[config.mk]
export PLATFORM = sky130hd
export DESIGN_NAME = hbs_cfg
export DESIGN_NICKNAME = d
export VERILOG_FILES = /design/src/hbs_pkg.sv /design/src/hbs_cfg.sv
export SDC_FILE = /design/constraint.sdc
export NUM_CORES = 1
export LEC_CHECK = 0
export BUFFER_PORTS_ARGS = -buffer_cell sky130_fd_sc_hd__buf_2
export CAP_MARGIN = 40
export CORE_MARGIN = 4
export CORE_UTILIZATION = 44
export DETAILED_ROUTE_END_ITERATION = 12
export PLACE_DENSITY = 0.8
export SYNTH_ARGS = -nofsm -noshare
export SYNTH_HDL_FRONTEND = slang
export SYNTH_SLANG_ARGS = --single-unit
[constraint.sdc]
create_clock -name clk_i -period 1.1 [get_ports clk_i]
set_input_delay 0.055 -clock clk_i [delete_from_list [all_inputs] [get_ports clk_i]]
set_output_delay 0.055 -clock clk_i [all_outputs]
set_load 0.05 [all_outputs]
[src/hbs_pkg.sv]
// ----------------------------------------------------------------------------
// hbs_pkg
// Shared types, codes and constants of the health-aware backend selector.
// ----------------------------------------------------------------------------
package hbs_pkg;

  localparam int unsigned NUM_BACKENDS = 8;
  localparam int unsigned IDX_W        = 3;
  localparam int unsigned TIME_W       = 32;
  localparam int unsigned CNT_W        = 4;
  localparam int unsigned LAT_W        = 24;
  localparam int unsigned SCORE_W      = 10;
  localparam int unsigned ADDR_W       = 5;
  localparam int unsigned DATA_W       = 32;

  // x / 10 as (x * DIV10_MUL) >> DIV10_SHIFT, exact for x below 2^30
  localparam int unsigned SUM_W        = 28;
  localparam int unsigned PROD_W       = 56;
  localparam logic [SUM_W-1:0] DIV10_MUL = 28'd214748365;
  localparam int unsigned DIV10_SHIFT  = 31;

  // opcodes
  localparam logic [2:0] OP_SELECT      = 3'd0;
  localparam logic [2:0] OP_SELECT_PROF = 3'd1;
  localparam logic [2:0] OP_FAILURE     = 3'd2;
  localparam logic [2:0] OP_SUCCESS     = 3'd3;
  localparam logic [2:0] OP_LATENCY     = 3'd4;

  // profiles
  localparam logic [1:0] PROF_AUTO    = 2'd0;
  localparam logic [1:0] PROF_ECONOMY = 2'd1;
  localparam logic [1:0] PROF_PREMIUM = 2'd2;

  // request complexity
  localparam logic [1:0] CX_SIMPLE  = 2'd0;
  localparam logic [1:0] CX_MEDIUM  = 2'd1;
  localparam logic [1:0] CX_COMPLEX = 2'd2;

  // register indexes
  localparam logic [2:0] REG_ROUTE_PROFILE     = 3'd0;
  localparam logic [2:0] REG_PRESENT_MASK      = 3'd1;
  localparam logic [2:0] REG_PRIORITIES        = 3'd2;
  localparam logic [2:0] REG_COST_TIERS        = 3'd3;
  localparam logic [2:0] REG_FAILURE_LIMIT     = 3'd4;
  localparam logic [2:0] REG_RECOVERY_INTERVAL = 3'd5;
  localparam logic [2:0] REG_DEBOUNCE_WINDOW   = 3'd6;
  localparam logic [2:0] REG_MAX_BACKOFF       = 3'd7;

  typedef struct packed {
    logic [1:0]  route_profile;
    logic [7:0]  present_mask;
    logic [31:0] priorities;
    logic [15:0] cost_tiers;
    logic [3:0]  failure_limit;
    logic [7:0]  recovery_interval;
    logic [7:0]  debounce_window;
    logic [7:0]  max_backoff;
  } cfg_t;

endpackage

[src/hbs_cfg.sv]
// ----------------------------------------------------------------------------
// hbs_cfg
// APB-style configuration registers with read-back.
// ----------------------------------------------------------------------------
module hbs_cfg import hbs_pkg::*; (
  input  logic              clk_i,
  input  logic              rst_ni,
  input  logic              psel,
  input  logic              penable,
  input  logic              pwrite,
  input  logic [ADDR_W-1:0] paddr,
  input  logic [DATA_W-1:0] pwdata,
  output logic [DATA_W-1:0] prdata,
  output logic              pready,
  output cfg_t              cfg_o
);

  cfg_t       cfg_q, cfg_d;
  logic       wr_en;
  logic [2:0] reg_idx;

  assign pready  = 1'b1;
  assign wr_en   = psel & penable & pwrite;
  assign reg_idx = paddr[ADDR_W-1:2];

  always_comb begin
    cfg_d = cfg_q;
    if (wr_en) begin
      unique case (reg_idx)
        REG_ROUTE_PROFILE:     cfg_d.route_profile     = pwdata[1:0];
        REG_PRESENT_MASK:      cfg_d.present_mask      = pwdata[7:0];
        REG_PRIORITIES:        cfg_d.priorities        = pwdata[31:0];
        REG_COST_TIERS:        cfg_d.cost_tiers        = pwdata[15:0];
        REG_FAILURE_LIMIT:     cfg_d.failure_limit     = pwdata[3:0];
        REG_RECOVERY_INTERVAL: cfg_d.recovery_interval = pwdata[7:0];
        REG_DEBOUNCE_WINDOW:   cfg_d.debounce_window   = pwdata[7:0];
        REG_MAX_BACKOFF:       cfg_d.max_backoff       = pwdata[7:0];
        default:               cfg_d = cfg_q;
      endcase
    end
  end

  always_ff @(posedge clk_i or negedge rst_ni) begin
    if (!rst_ni) begin
      cfg_q.route_profile     <= PROF_AUTO;
      cfg_q.present_mask      <= 8'd0;
      cfg_q.priorities        <= 32'd0;
      cfg_q.cost_tiers        <= 16'd0;
      cfg_q.failure_limit     <= 4'd3;
      cfg_q.recovery_interval <= 8'd15;
      cfg_q.debounce_window   <= 8'd5;
      cfg_q.max_backoff       <= 8'd60;
    end else begin
      cfg_q <= cfg_d;
    end
  end

  always_comb begin
    unique case (reg_idx)
      REG_ROUTE_PROFILE:     prdata = {30'd0, cfg_q.route_profile};
      REG_PRESENT_MASK:      prdata = {24'd0, cfg_q.present_mask};
      REG_PRIORITIES:        prdata = cfg_q.priorities;
      REG_COST_TIERS:        prdata = {16'd0, cfg_q.cost_tiers};
      REG_FAILURE_LIMIT:     prdata = {28'd0, cfg_q.failure_limit};
      REG_RECOVERY_INTERVAL: prdata = {24'd0, cfg_q.recovery_interval};
      REG_DEBOUNCE_WINDOW:   prdata = {24'd0, cfg_q.debounce_window};
      REG_MAX_BACKOFF:       prdata = {24'd0, cfg_q.max_backoff};
      default:               prdata = '0;
    endcase
  end

  assign cfg_o = cfg_q;

endmodule

* Word level (Yosys, flattened, before mapping)
Cells that the tools add are included.
** Word-level totals
- Flip-flop bits (word level) :: 86
- Output and inout port bits :: 119
** Cells by class
- Equal/unequal tests :: 7
- Multiplexer cells :: 1
- Bitwise operators :: 2
- Reductions and logical operators :: 9
** Operators by type and width (number)
- $pmux W32 S8 :: 1
- $reduce_and A2 Y1 :: 8
- $eq A3 B3 Y1 const B :: 4
- $eq A3 B2 Y1 const B :: 2
- $eq A3 B1 Y1 const B :: 1
- $logic_not A3 Y1 :: 1
- $and A1 B1 Y1 :: 2

* Logic depth before layout (Yosys ltp)
Gate-level depths: netlist of run 1.
- Depth after elaboration :: 3
- Depth in mapped cells :: 5
- Depth with buffers taken out :: 3

* Worst setup path after synthesis of run 1
Ideal clock, no wire load.
- Kind :: register to output
- From :: register cfg_q, in the netlist cfg_o[22]
- To :: output port prdata[6]
- Arrival :: 1.872 ns
- Path slack :: -0.827 ns
- Stages on the path, launching flop included :: 3
- Buffers on the path :: 0
- Cells stage by stage :: dfrtp_1 -> mux2i_1 -> o21ai_0
** Between the ends
- Cells in the longest elaborated chain, start to end :: 1
** Ends and longest elaborated chain
- start, declared :: RTL line hbs_cfg.sv:18 : cfg_t cfg_q, cfg_d;
- start signal, assigned :: RTL line hbs_cfg.sv:54 : cfg_q <= cfg_d;
- $pmux W32 S8 :: RTL line hbs_cfg.sv:59 : unique case (reg_idx)
- end, declared :: RTL line hbs_cfg.sv:13 : output logic [DATA_W-1:0] prdata,
Every way passes these cells.

* Worst setup path in the final report of run 1
- From :: register cfg_q, in the netlist cfg_o[44]
- To :: output port prdata[0]
The elaborated chain is that of the path after synthesis.

==> metrics.txt, run 1 <==
clock tree sinks=between 80 and 90; gr ovfl total=0; latest clock arrival within the worst-skew pair=approximately 350 ps; syn nets=326; Routed WL per cell=roughly 22 um; Final Critical Period=between 1500 and 2000 ps; most frequent cells in the layout=mux2_2, buf_6, buf_8; crit path capture=prdata[0]; placed inst area=5769 um2; DP Worst Slack=-346.8 ps; Final GP Congestion=0.8493; vias per cell=5.275; Layout Area Growth over Synthesis=93.82%; setup ws final=-695.1 ps; Worst IR Drop VDD=around 1.8 mV; WHS Path Cells=2; Crit. End Element=output pin; syn avg cell area=13.97 um2; Buffers & Inverters on Critical Path=2; Largest register FFs=86; Setup-failing EPs final=67; H-tree Lvls=3; Post-Syn Area=approximately 4000 um2; Max Clock Skew=0 ps; vias in the first global route=around 4000; Seq/Total Area, Yosys=0.5460; drt pass-1 iters=4; CP Launch Point=cfg_o[44]; first-pass GRT wire length=21120 um; Critical Path Stages=5; Die Wd=slightly above 100 um; nets=608; Rows=34; Ys Warns=0; R2R setup slack=50 ps; Cells after Synth=about 280; PortBufs=roughly 160; register bit total from synthesis=86; initial antenna violation count=0; Fin. Hold Viols=0; RSZ-0062 raised after global routing=true; Critical Path Fanout Max=2; Die H=between 100 and 150 um; final cell count without fillers=679; Final Power=~14000 uW; Worst path max stage delay=about 420 ps; crit share post-route=1.632; crit path launch type=register; commonest non-fill, non-tap cell in the layout=mux2_2; TritonCTS Buffers=9; status=complete, but fails checks; Max Freq=roughly 0.56 GHz; max-slew violation count=0; buffer depth of the longest clock path=2; clock slew at reported path FFs=~100 ps; critical path type=reg -> out; root buffer cell=clkbuf_8; final WL=~15000 um; cell at the slowest stage of the critical path=dfrtp_2; crit path cell chain=mux2_2 > a222oi_1 > buf_4 > o22ai_4 > buf_6; # DRC=0; maxcap violations=0; pin count of the biggest net entering global routing=87; I/O Pins=161; WP data required=1040 ps; Total Routing Usage GR=0.2668; Vias=between 3000 and 4000; Worst Path Arrival=approximately 1700 ps; Crit Reg-Reg Endpoint=cfg_o[42]; post-synth cell types=36; Reg2Reg Depth=3; Detail Placement HPWL=around 8300 um; Final Util=0.8778; Starting Density=0.4529; Core ar.=between 8000 and 9000 um2; CTS tree=built; fin area=7692 um2; layout cell share with drive strength beyond 1=0.8336; delay-heaviest family, CP=flip-flops; Final ANT Viol Nets=0; Worst Hold Class=in -> reg; worst reg2reg path startpoint=cfg_o[42]; DRT iter0 DRCs=110; placed cell count=about 600; die area=approximately 11000 um2; Leak=about 0.0035 uW; failing checks=setup timing; diode count=0; Power Dens Cells=between 1500 and 2000 nW/um2
layer usage:
metal	part of all wire	GRT usage
met1	0.36	0.3149
met2	0.55	0.4711
met3	0.058	0.05683
met4	0.032	0.1086
met5	0	0
cell type report:
cell class | instances | area [um2]
multi-input cells | 182 | 2093
well taps | 108 | 135.1
fillers | 370 | 1071
clock buffers | 11 | 141.4
inverters | 2 | 7.507
clock inverters | 5 | 58.81
repair buffers | 285 | 3044
flip-flops and latches | 86 | 2212
worst min path at each step:
stage,end,start,slack (ps)
after floorplan,cfg_o[0],rst_ni,-240
after global placement,cfg_o[31],rst_ni,130
after detailed placement,cfg_o[79],rst_ni,130
after CTS,cfg_o[23],pwdata[7],10
after global routing,cfg_o[30],pwdata[2],1
final,cfg_o[10],pwdata[2],20
kinds of logic (layout without fill, tap and decap cells):
group	count (synthesis)	count (layout)	share of synthesized area
flops	86	86	0.5460
buf+inv	16	303	0.02207
mux	110	110	0.3187
other cells	1	1	0.0009449
compound gates	18	18	0.03468
simple gates	53	53	0.07756
what timing repair did:
item / CTS / global route
setup buffers: 21 / 25
hold endpoints to repair: 107 / 0
hold buffers: 26 / 0
pin swaps: 12 / 3
resized for setup: 277 / 93
setup endpoints to repair: 76 / 112
gates cloned: 0 / 0
power breakdown:
part / switching (uW) / internal, uW / total (uW)
Sequential: 596 / 3890 / 4490
Combinational: 4100 / 3380 / 7490
Clock: 1190 / 1110 / 2300
synth_stat cells (all sizes together):
master / instances / area, um2
a2111oi: 1 / 8.760
a211oi: 2 / 15.01
a21o: 1 / 7.510
a21oi: 2 / 10.01
a221o: 2 / 20.02
a221oi: 2 / 17.52
a222oi: 1 / 10.01
a22oi: 2 / 15.01
and2: 16 / 100.1
buf: 12 / 72.57
clkbuf: 2 / 7.510
conb: 1 / 3.750
dfrtp: 74 / 1852
dfstp: 12 / 315.3
inv: 2 / 7.510
mux2: 91 / 1025
mux2i: 15 / 150.1
mux4: 4 / 90.09
nand2: 7 / 26.28
nand2b: 3 / 18.77
nand3: 1 / 5.000
nand3b: 1 / 7.510
nand4: 1 / 6.260
nand4b: 1 / 23.77
nor2: 19 / 91.34
nor2b: 2 / 12.51
nor3: 1 / 10.01
o21ai: 2 / 10.01
o221ai: 1 / 8.760
o22ai: 1 / 6.260
o32ai: 1 / 8.760
or3: 1 / 6.260
stage by stage:
stage / hold slack, ps / setup TNS [ps]
finish: 20.14 / -7981
global route: 1.393 / -11790
CTS: 13.07 / -6877
detailed placement: 134.2 / -27010
global placement: 125.5 / -24030
floorplan: -240.6 / -12450
Power figures use the tool's default switching activity.
==> inputs of run 2 (changes only) <==
--- a/config.mk
+++ b/config.mk
@@ -11,6 +11,8 @@
 export CORE_UTILIZATION = 44
 export DETAILED_ROUTE_END_ITERATION = 12
 export PLACE_DENSITY = 0.8
+export SETUP_SLACK_MARGIN = 0.5
+export SKIP_CTS_REPAIR_TIMING = 1
 export SYNTH_ARGS = -nofsm -noshare
 export SYNTH_HDL_FRONTEND = slang
 export SYNTH_SLANG_ARGS = --single-unit
==> run 2 against run 1 <==
  * The flow finishes with violations (hold timing, setup timing)
  * Die area is the same
  * Count of clock-buffer cells in the layout grew 1
  * Sequential cell count is the same
  * Critical path depth is the same
  * Hold slack lost 480 ps
==> metrics.txt, run 2 (synthesis results as in run 1) <==
placed inst area=5991 um2 (+3.8%); Max Freq=0.5410 GHz (-2.9%); Layout Area Growth over Synthesis=89.69%; status=complete, but fails checks; I/O Pins=161 (unchanged); crit path cell chain=mux2_2 > a222oi_1 > buf_4 > o22ai_4 > buf_6; placed cell count=615 (+1.2%); Rows=34 (unchanged); critical path type=reg -> out; vias in the first global route=3344 (-16%); fin area=7528 um2 (-2.1%); gr ovfl total=0 (unchanged); nets=577 (-5.1%); H-tree Lvls=3 (unchanged); delay-heaviest family, CP=flip-flops; maxcap violations=0 (unchanged); Net Sw Frac=0.3991 (-0.01333); Worst Hold Class=in -> async; Power Dens Cells=1947 nW/um2 (+4.9%); pin count of the biggest net entering global routing=45 (-48%); buffer depth of the longest clock path=2 (unchanged); failing checks=hold timing, setup timing; layout cell share with drive strength beyond 1=0.9407 (+0.1071); Worst IR Drop VDD=1.388 mV (-22%); Final GP Congestion=0.8319 (-2.0%); Worst Path Arrival=1790 ps (+50 ps); footprint of the multi-input gates=2125 um2 (+1.5%); Reg area=2260 um2 (+2.1%); Buffers & Inverters on Critical Path=2 (unchanged); # DRC=0 (unchanged); Setup-failing EPs final=67 (unchanged); RSZ-0062 raised after global routing=true; final cell count without fillers=648 (-4.6%); Detail Placement HPWL=8944 um (+7.5%); Clk network pwr share=0.181 (+0.020); Largest register FFs=86 (unchanged); Final ANT Viol Nets=0 (unchanged); Final Critical Period=1848 ps (+53.15 ps); PortBufs=157 (unchanged); Max Clock Skew=0 ps (unchanged); Int Power=8806 uW (+5.0%); initial antenna violation count=0 (unchanged); commonest non-fill, non-tap cell in the layout=dfrtp_2; cell at the slowest stage of the critical path=dfrtp_2; latest clock arrival within the worst-skew pair=350 ps (about the same); Routed WL per cell=23.52 um (+6.6%); Die Wd=103.0 um (unchanged); first-pass GRT wire length=17520 um (-17%); Core ar.=8763 um2 (unchanged); Leak=0.003401 uW (-3.1%); Worst path max stage delay=420 ps (about the same); Filler cells=365 (-1.4%); clock tree sinks=86 (unchanged); Fin. Hold Viols=107 (+107); drt pass-1 iters=4 (unchanged); CTS tree=built; WHS=-457.7 ps (-477.9 ps); DRT iter0 DRCs=138 (+25%); setup ws final=-748.3 ps (-53.15 ps); max-slew violation count=0 (unchanged); final WL=15240 um (+1.8%); Die H=103.0 um (unchanged); diode count=0 (unchanged); die area=10600 um2 (unchanged); Vias=3537 (-1.3%); Total Routing Usage GR=0.2184 (-0.04834); WP data required=1040 ps (about the same); Starting Density=0.4529 (unchanged); crit path launch type=register; vias per cell=5.458 (+3.5%); root buffer cell=clkbuf_8; Comb power frac=0.504 (-0.020); Sequential Power Share=0.315 (about the same); crit share post-route=1.680 (+0.04832); Critical Path Fanout Max=2 (unchanged); Crit. End Element=output pin; most frequent cells in the layout=dfrtp_2, buf_8, mux2_2; TritonCTS Buffers=9 (unchanged); clock slew at reported path FFs=90 ps (about the same); Psw=5849 uW (-0.69%)
## run 2: routing by layer
metal | vias up | track usage | routed length, um
met4 | 0 | 0.06873 | 370
li1 | 1531 | - | -
met2 | 203 | 0.3744 | 8131
met1 | 1769 | 0.2807 | 5368
met5 | - | 0 | 0
met3 | 34 | 0.04060 | 1371
## run 2: worst paths after layout
check / cells after the start / slack [ps] / start / endpoint
worst max-delay path: 5 / -750 / cfg_o[44] / prdata[0]
worst min-delay path: 1 / -460 / rst_ni / cfg_o[36]
worst max register to register: 3 / 30 / cfg_o[28] / cfg_o[28]
worst min register to register: 1 / 570 / cfg_o[65] / cfg_o[65]
max in group asynchronous: 2 / 990 / rst_ni / cfg_o[25]
min in group clk_i: 2 / -80 / pwdata[28] / cfg_o[72]
## run 2: area by class of cell
cell class,count,share of cell area
Clock buffer,12,0.01795
Clock inverter,4,0.01263
Inverter,2,0.0009972
Multi-Input combinational cell,182,0.2822
Sequential cell,86,0.3001
Tap cell,108,0.01795
Timing Repair Buffer,254,0.3681
## run 2: power by group through the flow
stage                     clock network [uW]  logic, uW  registers, uW
after floorplan                            0       1550           6660
after global placement                     0       5410           4380
after detailed placement                   0       5490           4430
after CTS                               2660       5510           4380
after global routing                    2800       7640           4690
final                                   2650       7380           4620
## run 2: per-stage QoR
stage / utilization / setup slack [ps] / TNS, ps / power, uW / hold slack [ps]
after floorplan: - / -403.1 / -14080 / 8205 / -240.6
after global placement: 0.6836 / -316.7 / -27160 / 9793 / -82.81
after detailed placement: 0.6836 / -387.6 / -29400 / 9928 / -80.54
after CTS: 0.7099 / -784.7 / -15380 / 12540 / -472.8
after global routing: 0.8591 / -825.5 / -14180 / 15130 / -463.8
final: 0.8591 / -748.3 / -10860 / 14660 / -457.7
