## src/hbs_pkg.sv

```systemverilog
// ----------------------------------------------------------------------------
// hbs_pkg
// Shared types, codes and constants of the health-aware backend selector.
// ----------------------------------------------------------------------------
package hbs_pkg;

  localparam int unsigned NUM_BACKENDS = 8;
  localparam int unsigned IDX_W        = 3;
  localparam int unsigned TIME_W       = 32;
  localparam int unsigned CNT_W        = 4;
  localparam int unsigned LAT_W        = 24;
  localparam int unsigned SCORE_W      = 10;
  localparam int unsigned ADDR_W       = 5;
  localparam int unsigned DATA_W       = 32;

  // x / 10 as (x * DIV10_MUL) >> DIV10_SHIFT, exact for x below 2^30
  localparam int unsigned SUM_W        = 28;
  localparam int unsigned PROD_W       = 56;
  localparam logic [SUM_W-1:0] DIV10_MUL = 28'd214748365;
  localparam int unsigned DIV10_SHIFT  = 31;

  // opcodes
  localparam logic [2:0] OP_SELECT      = 3'd0;
  localparam logic [2:0] OP_SELECT_PROF = 3'd1;
  localparam logic [2:0] OP_FAILURE     = 3'd2;
  localparam logic [2:0] OP_SUCCESS     = 3'd3;
  localparam logic [2:0] OP_LATENCY     = 3'd4;

  // profiles
  localparam logic [1:0] PROF_AUTO    = 2'd0;
  localparam logic [1:0] PROF_ECONOMY = 2'd1;
  localparam logic [1:0] PROF_PREMIUM = 2'd2;

  // request complexity
  localparam logic [1:0] CX_SIMPLE  = 2'd0;
  localparam logic [1:0] CX_MEDIUM  = 2'd1;
  localparam logic [1:0] CX_COMPLEX = 2'd2;

  // register indexes
  localparam logic [2:0] REG_ROUTE_PROFILE     = 3'd0;
  localparam logic [2:0] REG_PRESENT_MASK      = 3'd1;
  localparam logic [2:0] REG_PRIORITIES        = 3'd2;
  localparam logic [2:0] REG_COST_TIERS        = 3'd3;
  localparam logic [2:0] REG_FAILURE_LIMIT     = 3'd4;
  localparam logic [2:0] REG_RECOVERY_INTERVAL = 3'd5;
  localparam logic [2:0] REG_DEBOUNCE_WINDOW   = 3'd6;
  localparam logic [2:0] REG_MAX_BACKOFF       = 3'd7;

  typedef struct packed {
    logic [1:0]  route_profile;
    logic [7:0]  present_mask;
    logic [31:0] priorities;
    logic [15:0] cost_tiers;
    logic [3:0]  failure_limit;
    logic [7:0]  recovery_interval;
    logic [7:0]  debounce_window;
    logic [7:0]  max_backoff;
  } cfg_t;

endpackage

```

## src/hbs_score.sv

```systemverilog
// ----------------------------------------------------------------------------
// hbs_score
// Score of one backend from priority, profile, cost tier, failures and
// latency average; shared by every step of a select scan.
// ----------------------------------------------------------------------------
module hbs_score import hbs_pkg::*; (
  input  logic [3:0]                prio_i,
  input  logic [1:0]                tier_i,
  input  logic [1:0]                profile_i,
  input  logic [1:0]                complexity_i,
  input  logic [CNT_W-1:0]          count_i,
  input  logic [LAT_W-1:0]          avg_i,
  output logic signed [SCORE_W-1:0] score_o
);

  logic [SCORE_W-1:0] prio_x10;
  logic [SCORE_W-1:0] tier_x30;
  logic [SCORE_W-1:0] econ_x30;
  logic [SCORE_W-1:0] cnt_x15;
  logic [SCORE_W-1:0] prof_bonus;
  logic [3:0]         lat_bonus;
  logic               tier_match;
  logic [1:0]         inv_tier;

  assign inv_tier = ~tier_i;  // 3 - tier
  assign prio_x10 = {3'b0, prio_i, 3'b0} + {5'b0, prio_i, 1'b0};
  assign tier_x30 = {3'b0, tier_i, 5'b0} - {7'b0, tier_i, 1'b0};
  assign econ_x30 = {3'b0, inv_tier, 5'b0} - {7'b0, inv_tier, 1'b0};
  assign cnt_x15  = {2'b0, count_i, 4'b0} - {6'b0, count_i};

  assign tier_match = ((complexity_i == CX_SIMPLE)  && (tier_i <= 2'd1)) ||
                      ((complexity_i == CX_MEDIUM)  && (tier_i == 2'd1)) ||
                      ((complexity_i == CX_COMPLEX) && (tier_i >= 2'd2));

  always_comb begin
    case (profile_i)
      PROF_ECONOMY: prof_bonus = econ_x30;
      PROF_PREMIUM: prof_bonus = tier_x30;
      default:      prof_bonus = tier_match ? SCORE_W'(20) : '0;
    endcase
  end

  // (5000 - avg) / 500 as a count of thresholds passed
  always_comb begin
    lat_bonus = '0;
    for (int k = 1; k <= 9; k++) begin
      if (avg_i <= LAT_W'(5000 - 500 * k)) begin
        lat_bonus = lat_bonus + 4'd1;
      end
    end
    if (avg_i == '0) begin
      lat_bonus = '0;
    end
  end

  assign score_o = $signed(SCORE_W'(100) - prio_x10 + prof_bonus - cnt_x15 +
                           {6'b0, lat_bonus});

endmodule

```

## config.mk

```make
export PLATFORM = sky130hd
export DESIGN_NAME = hbs_score
export DESIGN_NICKNAME = d
export VERILOG_FILES = /design/src/hbs_pkg.sv /design/src/hbs_score.sv
export SDC_FILE = /design/constraint.sdc
export NUM_CORES = 1
export LEC_CHECK = 0
export ABC_AREA = 1
export ABC_CLOCK_PERIOD_IN_PS = 6200
export BUFFER_PORTS_ARGS = -buffer_cell sky130_fd_sc_hd__buf_2
export CAP_MARGIN = 10
export CORE_ASPECT_RATIO = 1.4
export CORE_MARGIN = 3
export CORE_UTILIZATION = 35
export DETAILED_ROUTE_END_ITERATION = 12
export PLACE_DENSITY = 0.54
export SYNTH_ARGS = -nofsm -noshare
export SYNTH_HDL_FRONTEND = slang
export SYNTH_SLANG_ARGS = --single-unit
```

## constraint.sdc

```tcl
create_clock -name vclk -period 6.2
set_input_delay 0 -clock vclk [all_inputs]
set_output_delay 0 -clock vclk [all_outputs]
set_load 0.05 [all_outputs]
```

After elaboration in Yosys (flattened, before gate mapping)

Cells that the tools add are included.

Register bits after elaboration: 0
Bits of input ports: 38
Output and inout bits: 10
Logic and storage cells: 52

$add $sub $neg: 16
Magnitude comparators: 11
Equal/unequal tests: 5
Muxes and demuxes: 12
Bitwise gates (word level): 1
Reductions and logical operators: 7

Operators by type and width:

| kind                 | number |
|---|---|
| $le 24x12->1 const B | 4 |
| $le 24x11->1 const B | 2 |
| $mux 4               | 9 |
| $add 4x1->4 const B  | 8 |
| $le 24x10->1 const B | 1 |
| $le 24x13->1 const B | 1 |
| $le 24x9->1 const B  | 1 |
| $logic_not 24->1     | 1 |
| $pmux 10 s2          | 1 |
| $sub 7x3->8          | 2 |
| $add 10x10->10       | 1 |
| $add 10x4->10        | 1 |
| $sub 10x10->10       | 1 |
| $sub 7x8->9 const A  | 1 |
| $sub 8x4->9          | 1 |
| $add 7x5->8          | 1 |
| $eq 2x1->1 const B   | 3 |
| $mux 5               | 1 |
| $eq 2x2->1 const B   | 2 |
| $logic_and 1x1->1    | 3 |
| $ge 2x2->1 const B   | 1 |
| $le 2x1->1 const B   | 1 |
| $logic_not 2->1      | 1 |
| $logic_or 1x1->1     | 2 |
| 2 further kinds      | 2 |

Longest topological paths before layout

Gate-level depths: netlist of the first run.

Word-level depth: 20
Gate-level depth with buffers: 49
Depth with buffers taken out: 49

Worst setup path after synthesis of the first run

OpenSTA, ideal clock, no wires.

Path kind: input to output
From: in avg_i[11]
To: out score_o[8]
Arrival time: 6.872 ns
Data required time: 6.200 ns
Path slack: -0.672 ns
Cell stages on the path: 41
Path buffers: 1
Cell sequence: buf_4 > nor2_1 > inv_1 > nor4_1 > nand3b_1 > o2111ai_1 > nand2_1 > inv_1 > ha_1 > inv_1 > nand3_2 > nand2_2 > inv_1 > ha_1 > or2_4 > nand2_1 > inv_1 > ha_1 > [5 not listed] > nor2_1 > a21oi_2 > nand2_1 > nand2_1 > ha_1 > nand3_1 > a21oi_1 > fa_1 > inv_1 > fa_1 > inv_1 > ha_1 > fa_1 > a31oi_1 > nor2_1 > o21ai_0 > nand2_1 > xor2_1

Word-level cells in the longest chain between the ends: 20
Elaborated cells on any way between the ends: 29
Those cells by class: add/sub: 9; order compare: 9; mux: 10; reduce/logical: 1

Ends and longest elaborated chain:

| what              | RTL line        | text |
|---|---|---|
| from (decl)       | hbs_score.sv:12 | `input logic [LAT_W-1:0] avg_i,` |
| $le 24x13->1      | hbs_score.sv:47 | `if (avg_i <= LAT_W'(5000 - 500 * k)) begin` |
| $mux 1            | hbs_score.sv:47 |  |
| $add 4x1->4       | hbs_score.sv:48 | `lat_bonus = lat_bonus + 4'd1;` |
| $mux 4            | hbs_score.sv:47 |  |
| $add 4x1->4       | hbs_score.sv:48 |  |
| $mux 4            | hbs_score.sv:47 |  |
| $add 4x1->4       | hbs_score.sv:48 |  |
| $mux 4            | hbs_score.sv:47 |  |
| [4 not listed]    | --              |  |
| $add 4x1->4       | hbs_score.sv:48 |  |
| $mux 4            | hbs_score.sv:47 |  |
| $add 4x1->4       | hbs_score.sv:48 |  |
| $mux 4            | hbs_score.sv:47 |  |
| $add 4x1->4       | hbs_score.sv:48 |  |
| $mux 4            | hbs_score.sv:47 |  |
| $mux 4 (*)        | hbs_score.sv:51 | `if (avg_i == '0) begin` |
| $add 10x4->10 (*) | hbs_score.sv:56 | `assign score_o = $signed(SCORE_W'(100) - prio_x10 + prof_bonus - cnt_x15 +` |
| to (decl)         | hbs_score.sv:13 | `output logic signed [SCORE_W-1:0] score_o` |

Every way passes the cells marked *; elsewhere a longest branch is shown, timed or not.

Worst setup path in the final report of the first run

From: in avg_i[13]
To: out score_o[9]

Same word-level chain as after synthesis.

==> impl_metrics.ini, run 1 <==
[grt]
globalRouteMet3Util = 0.000816
use_met2 = 0.353
grt_pass1_vias = 3130
antenna_found_initial = 0
grt_pass1_wl_um = 12800
grt_max_degree = 8
grt.busiest_layer = met2
grt.overflow.total = 0
met1_usage = 0.186
grt_use_total = 0.169

[final_layout]
regArea_um2 = 0
stdcell_count = 694
diodes = 0
design.seq.count = 0
fin_util = 0.573
drive_gt1_frac = 0.476
nClkBuffers = 0
nets = 685
syn_to_final_growth_pct = 56.2

[worst_setup_path]
critical_path_arrival_ns = 6.18
slowest_delay_ns = 0.56
critical_path.slowest_cell = fa_1
critPathKind = in -> out
critPathCapture = score_o[9]
startpoint = avg_i[13]
cp_max_fo = 3
critPathLaunchType = primary input
cp-end-kind = output pin
worstPathRequired_ns = 6.20

[power_and_ir_drop]
finalPower_mw = 0.669
ir_drop_uv = 362
power_leakage_nw = 2.35
p_per_area_nw_per_um2 = 157

[clocking]
holdBufCountCts = 0

[timing]
finalCritPeriodShare = 0.997
slew_viol_final = 0
setup_viol = 0
grt_setup_unrepaired = yes
hold_viol = 0
fin_crit_ns = 6.18
fmax_mhz = 162

[yosys]
ys.warnings.count = 0
avgSynthCellArea_um2 = 6.14
synth_area_leader_cell = ha_1
syn_area_um2 = 2730
synth_cells = 445
netlist.area_leader.share = 0.165
synth.area.top_cells = ha_1 16%, nand2_1 12%, inv_1 11%
synth.distinct_cells = 41
yosysSeqAreaShare = 0

[routing]
via_per_inst = 4.69
wl_per_cell_um = 11.3
drt_wl_total_um = 7830
drc = 0
via_count = 3252
first_pass_iters = 5
ant_nets = 0
drt_first_iter_violations = 66

[min_path]
worstHoldStart = count_i[0]
worstHoldPathType = in -> out

[place]
gp_congestion = 0.956
port_buffers = 48
dpl.cell_count = 667
dp_hpwl_um = 6600

[die]
core_area_um2 = 7450
die_x_um = 80.7
start_util = 0.367
dieHeight_um = 111
io_pins = 48
die-area_um2 = 8920
rows = 37

[run_status]
status = completed

[job]
cap_violations = 0
==> cell families after synthesis <==
logic type,Yosys count,share of synthesized area
xor+xnor,14,0.0449
fa+ha+maj,48,0.253
other cells,2,0.00275
buf+inv,104,0.145
simple gates,235,0.458
compound gates,42,0.0962
==> synthesized netlist by cell type, types with 2 or more instances <==
library cell,count
nand3b_1,3
xnor2_1,4
o2111ai_1,2
nor3_1,4
nand2_1,88
clkinv_1,3
nand3_1,31
nor2_2,7
ha_1,36
o21ai_0,11
nand2_4,6
clkinv_2,2
nor4_1,5
o211ai_1,3
conb_1,2
fa_1,12
inv_1,82
o221ai_1,2
nand3_4,2
inv_2,16
nor2_1,38
a21oi_1,16
nor2_4,5
or2_1,2
nand3_2,10
nand2_2,21
or2_2,2
xor2_1,10
a21oi_2,2
a31oi_1,2
nand4_1,6
==> worst max-delay path, delay by kind of cell <==
family                   cells  cell delay (ns)
AND/OR/NAND/NOR             21             2.20
buffers and inverters       10             0.89
XOR/XNOR                     2             0.29
AO/OA/AOI/OAI                5             0.66
adder cells (fa/ha/maj)      7             2.18
==> placed cells by master, fill, tap and decap left out, types with 3 or more instances in the layout <==
master	synthesis	routed
buf_2	0	39
a21oi_1	16	10
inv_4	0	4
nand2_1	88	78
fa_1	12	10
buf_4	1	101
nor2_4	5	9
a21oi_2	2	8
ha_4	0	7
buf_6	0	11
o211ai_1	3	3
nor2_2	7	8
nand3_1	31	30
nand2_4	6	10
o21ai_1	1	4
nand3_2	10	10
nor3_1	4	4
inv_1	82	69
conb_1	2	3
inv_2	16	26
nor2_1	38	33
nand4_1	6	6
xnor2_1	4	3
nand3_4	2	3
nand2_2	21	27
xor2_1	10	6
nor4_1	5	4
o21ai_0	11	7
nand3b_1	3	3
ha_1	36	29
==> metal layers <==
metal | vias to the layer above | part of all wire
li1 | 1703 | -
met1 | 1472 | 0.38
met2 | 69 | 0.58
met3 | 8 | 0.027
met4 | 0 | 0.011
met5 | - | 0
==> area by class of cell <==
type                            instances  area, um2
Tap cell                               97        121
Fill cell                             734       3180
Timing Repair Buffer                  152       1090
Multi-Input combinational cell        342       2660
Inverter                              103        399
==> worst min-delay path by stage <==
| stage | endpoint | depth (start not counted) |
|---|---|---|
| 6_report | score_o[0] | 4 |
| 2_1_floorplan | score_o[0] | 2 |
| 4_1_cts | score_o[0] | 4 |
| 5_1_grt | score_o[0] | 4 |
| 3_3_place_gp | score_o[0] | 4 |
| 3_5_place_dp | score_o[0] | 4 |
==> power by group <==
group          internal, mW  switching (mW)  total [mW]  leakage [nW]
Combinational         0.262           0.407       0.669          2.35
Sequential                0               0           0             0
Clock                     0               0           0             0
Total                 0.262           0.407       0.669          2.35
==> what timing repair did <==
item                                    4_1_cts  5_1_grt
setup buffers                                19        8
endpoints found under the setup margin        6        7
pin swaps                                    47       48
resized for setup                            39       47
==> stage by stage <==
step	area [um2]	setup WS (ns)	TNS (ns)	hold WS (ns)
finish	4270	0.0189	0	0.478
global route	4270	-0.376	-1.27	0.526
CTS	4040	-0.0841	-0.154	0.478
detailed placement	3750	-0.492	-1.62	0.478
global placement	3750	-0.416	-1.22	0.479
floorplan	2820	-0.0499	-0.0844	0.291
Power figures use the tool's default switching activity.
==> run 2, diff against run 1 <==
- ABC_CLOCK_PERIOD_IN_PS: 6200 -> 5400
- clock period: 6.2 -> 5.4 ns (I/O delays scaled with it)
==> run 2 against run 1 <==
The flow now finishes with violations (negative setup slack). Non-clock buffer count up 13. Largest cell class unchanged. Global-route usage grew 0.86 points. Via count rose by 1.5%. Critical path type unchanged. Clock-buffer cell count unchanged. Setup slack lost 0.81 ns. Final area rose by 2.9%. Critical endpoint is now score_o[8]. Highest routed layer unchanged. Flip-flop and latch count unchanged.
==> impl_metrics.ini, run 2 (same netlist as run 1, synthesis figures left out) <==
[routing]
drt_first_iter_violations = 74
via_count = 3300
wl_per_cell_um = 11.1
drt_wl_total_um = 7880
first_pass_iters = 4
via_per_inst = 4.67
ant_nets = 0
drc = 0

[die]
die_x_um = 80.7
die-area_um2 = 8920
start_util = 0.367
rows = 37
dieHeight_um = 111
core_area_um2 = 7450
io_pins = 48

[final_layout]
drive_gt1_frac = 0.490
fin_util = 0.589
final_common_cell = buf_4
layout_common_cells = 117 x buf_4, 79 x nand2_1, 69 x inv_1
design.seq.count = 0
diodes = 0
nets = 698
syn_to_final_growth_pct = 60.8
regArea_um2 = 0
nClkBuffers = 0
fill_cells = 743

[worst_setup_path]
critPathLaunchType = primary input
cp_top_family = adder cells
critical_path.slowest_cell = fa_1
critPathKind = in -> out
cp-end-kind = output pin
worstPathRequired_ns = 5.40
cp_max_fo = 3
slowest_delay_ns = 0.49
critical_path_arrival_ns = 6.19
path_buf_inv = 10

[grt]
grt_use_total = 0.178
grt_pass1_wl_um = 13300
antenna_found_initial = 0
grt.overflow.total = 0
grt_pass1_vias = 3266
grt_max_degree = 8

[run_status]
status = complete, but fails checks
violations = negative setup slack

[power_and_ir_drop]
p_per_area_nw_per_um2 = 186
ir_drop_uv = 623
finalPower_mw = 0.819
power_leakage_nw = 2.42

[job]
cap_violations = 0

[timing]
timing.hold.ws_ns = 0.489
setup_viol = 7
fin_crit_ns = 6.19
finalCritPeriodShare = 1.15
fmax_mhz = 162
slew_viol_final = 0
tns_ns = -3.91
hold_viol = 0
setup_slack_ns = -0.790
grt_setup_unrepaired = yes

[place]
port_buffers = 48
gp_congestion = 0.890
dp_hpwl_um = 7000

[min_path]
worstHoldPathType = in -> out
## run 2: changes by cell type in the layout (fill, tap and decap cells not counted), moves of 2 or more
cell,previous run,this run
buf_2,39,35
nor2_1,33,30
inv_4,4,2
buf_4,101,117
nor2_2,8,11
clkinv_8,0,2
buf_8,1,3
## run 2: final cells by class
class | count | area [um2] | share of cell area
Inverter | 103 | 419 | 0.0954
Tap cell | 97 | 121 | 0.0276
Timing Repair Buffer | 165 | 1210 | 0.276
Multi-Input combinational cell | 342 | 2640 | 0.601
## run 2: per-layer routing
metal | vias to the layer above | global-route usage | routed length [um]
li1 | 1729 | - | -
met1 | 1507 | 0.190 | 2990
met2 | 56 | 0.371 | 4590
met3 | 8 | 0.00734 | 190
met4 | 0 | 0.0248 | 110
met5 | - | 0 | 0
## run 2: report_power, final
group	switching [mW]	leakage (nW)	internal, mW
clock network	0	0	0
registers	0	0	0
logic	0.480	2.42	0.339
total	0.480	2.42	0.339
## run 2: final timing paths
| check | startpoint | to | slack (ns) | cells past startpoint |
|---|---|---|---|---|
| worst max-delay path | avg_i[14] | score_o[8] | -0.79 | 45 |
| worst min-delay path | count_i[0] | score_o[0] | 0.49 | 4 |
## run 2: timing repair
item	CTS	global route
resized for setup	44	26
hold buffers	0	0
pin swaps	38	20
endpoints found under the setup margin	9	9
buffers inserted	12	3
## run 2: per-stage QoR
| stage | worst slack [ns] | cell area, um2 | cells |
|---|---|---|---|
| 5_1_grt | -1.21 | 4390 | 707 |
| 3_5_place_dp | -1.17 | 4060 | 693 |
| 3_3_place_gp | -1.09 | 4060 | 693 |
| 2_1_floorplan | -0.676 | 2930 | 446 |
| 4_1_cts | -0.798 | 4300 | 705 |
| 6_report | -0.790 | 4390 | 707 |
==> run 3, diff against run 2 <==
- CORE_MARGIN: 3 -> 1.5
- GPL_TIMING_DRIVEN: unset -> 0
==> run 3 against run 2 <==
The flow still finishes with violations (negative setup slack). Power shrank 3.4%. Utilization fell by 7.8 points. Critical path depth decreased by 1. Largest power group unchanged. Die area shrank 6.3%. Fmax fell by 1.2%. Flip-flop and latch count is the same.
==> impl_metrics.ini, run 3 (same netlist as run 1, synthesis figures left out) <==
[run_status]
status = complete, but fails checks
violations = negative setup slack

[routing]
highest_layer = met4
wl_per_cell_um = 11.8
drt-met1-wl_um = 2720
ant_nets = 0
drc = 0
dr_wl_met3_um = 120
via_per_inst = 4.80
drt_wl_total_um = 7260
wl_met2_um = 4280
drt_first_iter_violations = 46
first_pass_iters = 4
via_count = 2954

[clocking]
holdBufCountCts = 0

[min_path]
worstHoldStart = count_i[0]
hold_depth = 4
worstHoldPathType = in -> out
hold_path_end = score_o[0]

[final_layout]
final_common_cell = nand2_1
syn_to_final_growth_pct = 39.6
diodes = 0
layout_common_cells = 69 x nand2_1, 66 x inv_1, 35 x nand2_2
nClkBuffers = 0
nets = 606
regArea_um2 = 0
fill_cells = 788
stdcell_count = 615
drive_gt1_frac = 0.442
design.seq.count = 0

[timing]
hold_viol = 0
grt_setup_unrepaired = yes
finalCritPeriodShare = 1.16
tns_ns = -4.74
slew_viol_final = 0
setup_viol = 7
setup_slack_ns = -0.867
fin_crit_ns = 6.27
fmax_mhz = 160

[power_and_ir_drop]
finalPower_mw = 0.791
ir_drop_uv = 304
p_sw_mw = 0.478
clock_power_share = 0
p_per_area_nw_per_um2 = 207
seqPwrFrac = 0
pwr-share-comb = 1.000
sw_frac_of_total = 0.605
cellInternalPower_mw = 0.312
power_leakage_nw = 1.98

[place]
gp_congestion = 0.911
place_ws_ns = -1.44
dp_hpwl_um = 6060
dpl.cell_count = 590
port_buffers = 47

[grt]
grt.overflow.total = 0
grt_use_total = 0.171
antenna_found_initial = 0
grt_pass1_wl_um = 11900
grt_max_degree = 11
grt_pass1_vias = 2890

[worst_setup_path]
cp-end-kind = output pin
worstPathRequired_ns = 5.40
slowest_delay_ns = 0.53
critical_path_arrival_ns = 6.27
critical_path.slowest_cell = fa_1
critPathKind = in -> out
critPathLaunchType = primary input
cp_max_fo = 3

[job]
cap_violations = 0

[die]
rows = 37
die_x_um = 77.7
die-area_um2 = 8350
io_pins = 48
core_area_um2 = 7450
start_util = 0.367
dieHeight_um = 108
## run 3: changes by cell type in the layout (fill, tap and decap cells not counted), sizes merged
cell / delta
clkinv: +1
buf: -92
inv: -1
## run 3: critical path: cells and delay by family
kind | cells | cell delay, ns
xor gates and xnor gates | 2 | 0.23
AOI/OAI and AO/OA | 6 | 0.67
buffers and inverters | 10 | 0.69
adders and majority gates | 9 | 2.62
and+or+nand+nor | 17 | 2.02
## run 3: power by group through the flow
stage / combinational, mW / sequential, mW / clock [mW]
after floorplan: 0.519 / 0 / 0
after global placement: 0.631 / 0 / 0
after detailed placement: 0.634 / 0 / 0
after CTS: 0.767 / 0 / 0
after global routing: 0.844 / 0 / 0
final: 0.791 / 0 / 0
## run 3: timing repair
action	4_1_cts	5_1_grt
gates resized for setup	56	42
setup buffers	23	4
pin swaps	38	45
endpoints found under the setup margin	9	9
gates cloned	0	0
hold endpoints to repair	0	0
## run 3: worst max path at each step
stage,from,end,depth (start not counted)
floorplan,avg_i[14],score_o[8],43
global placement,avg_i[14],score_o[9],48
detailed placement,avg_i[14],score_o[9],48
CTS,avg_i[14],score_o[8],45
global route,avg_i[14],score_o[9],48
finish,avg_i[14],score_o[8],44
## run 3: per-layer routing
metal | GRT usage | up-vias
li1 | - | 1541
met4 | 0.0221 | 0
met1 | 0.179 | 1349
met2 | 0.375 | 52
met3 | 0.000847 | 12
met5 | 0 | -
## run 3: layout make-up
cell class	count	area [um2]	area share
plain buffers	1	7.51	0.00197
multi-input cells	342	2740	0.718
well taps	97	121	0.0318
inverters	103	418	0.110
repair buffers	72	528	0.138
## run 3: through the flow
step / cell area, um2 / util / hold WS [ns]
after global routing: 3810 / 0.512 / 0.503
after floorplan: 2930 / - / 0.291
after CTS: 3660 / 0.492 / 0.476
final: 3810 / 0.512 / 0.474
after global placement: 3280 / 0.441 / 0.470
after detailed placement: 3280 / 0.441 / 0.475
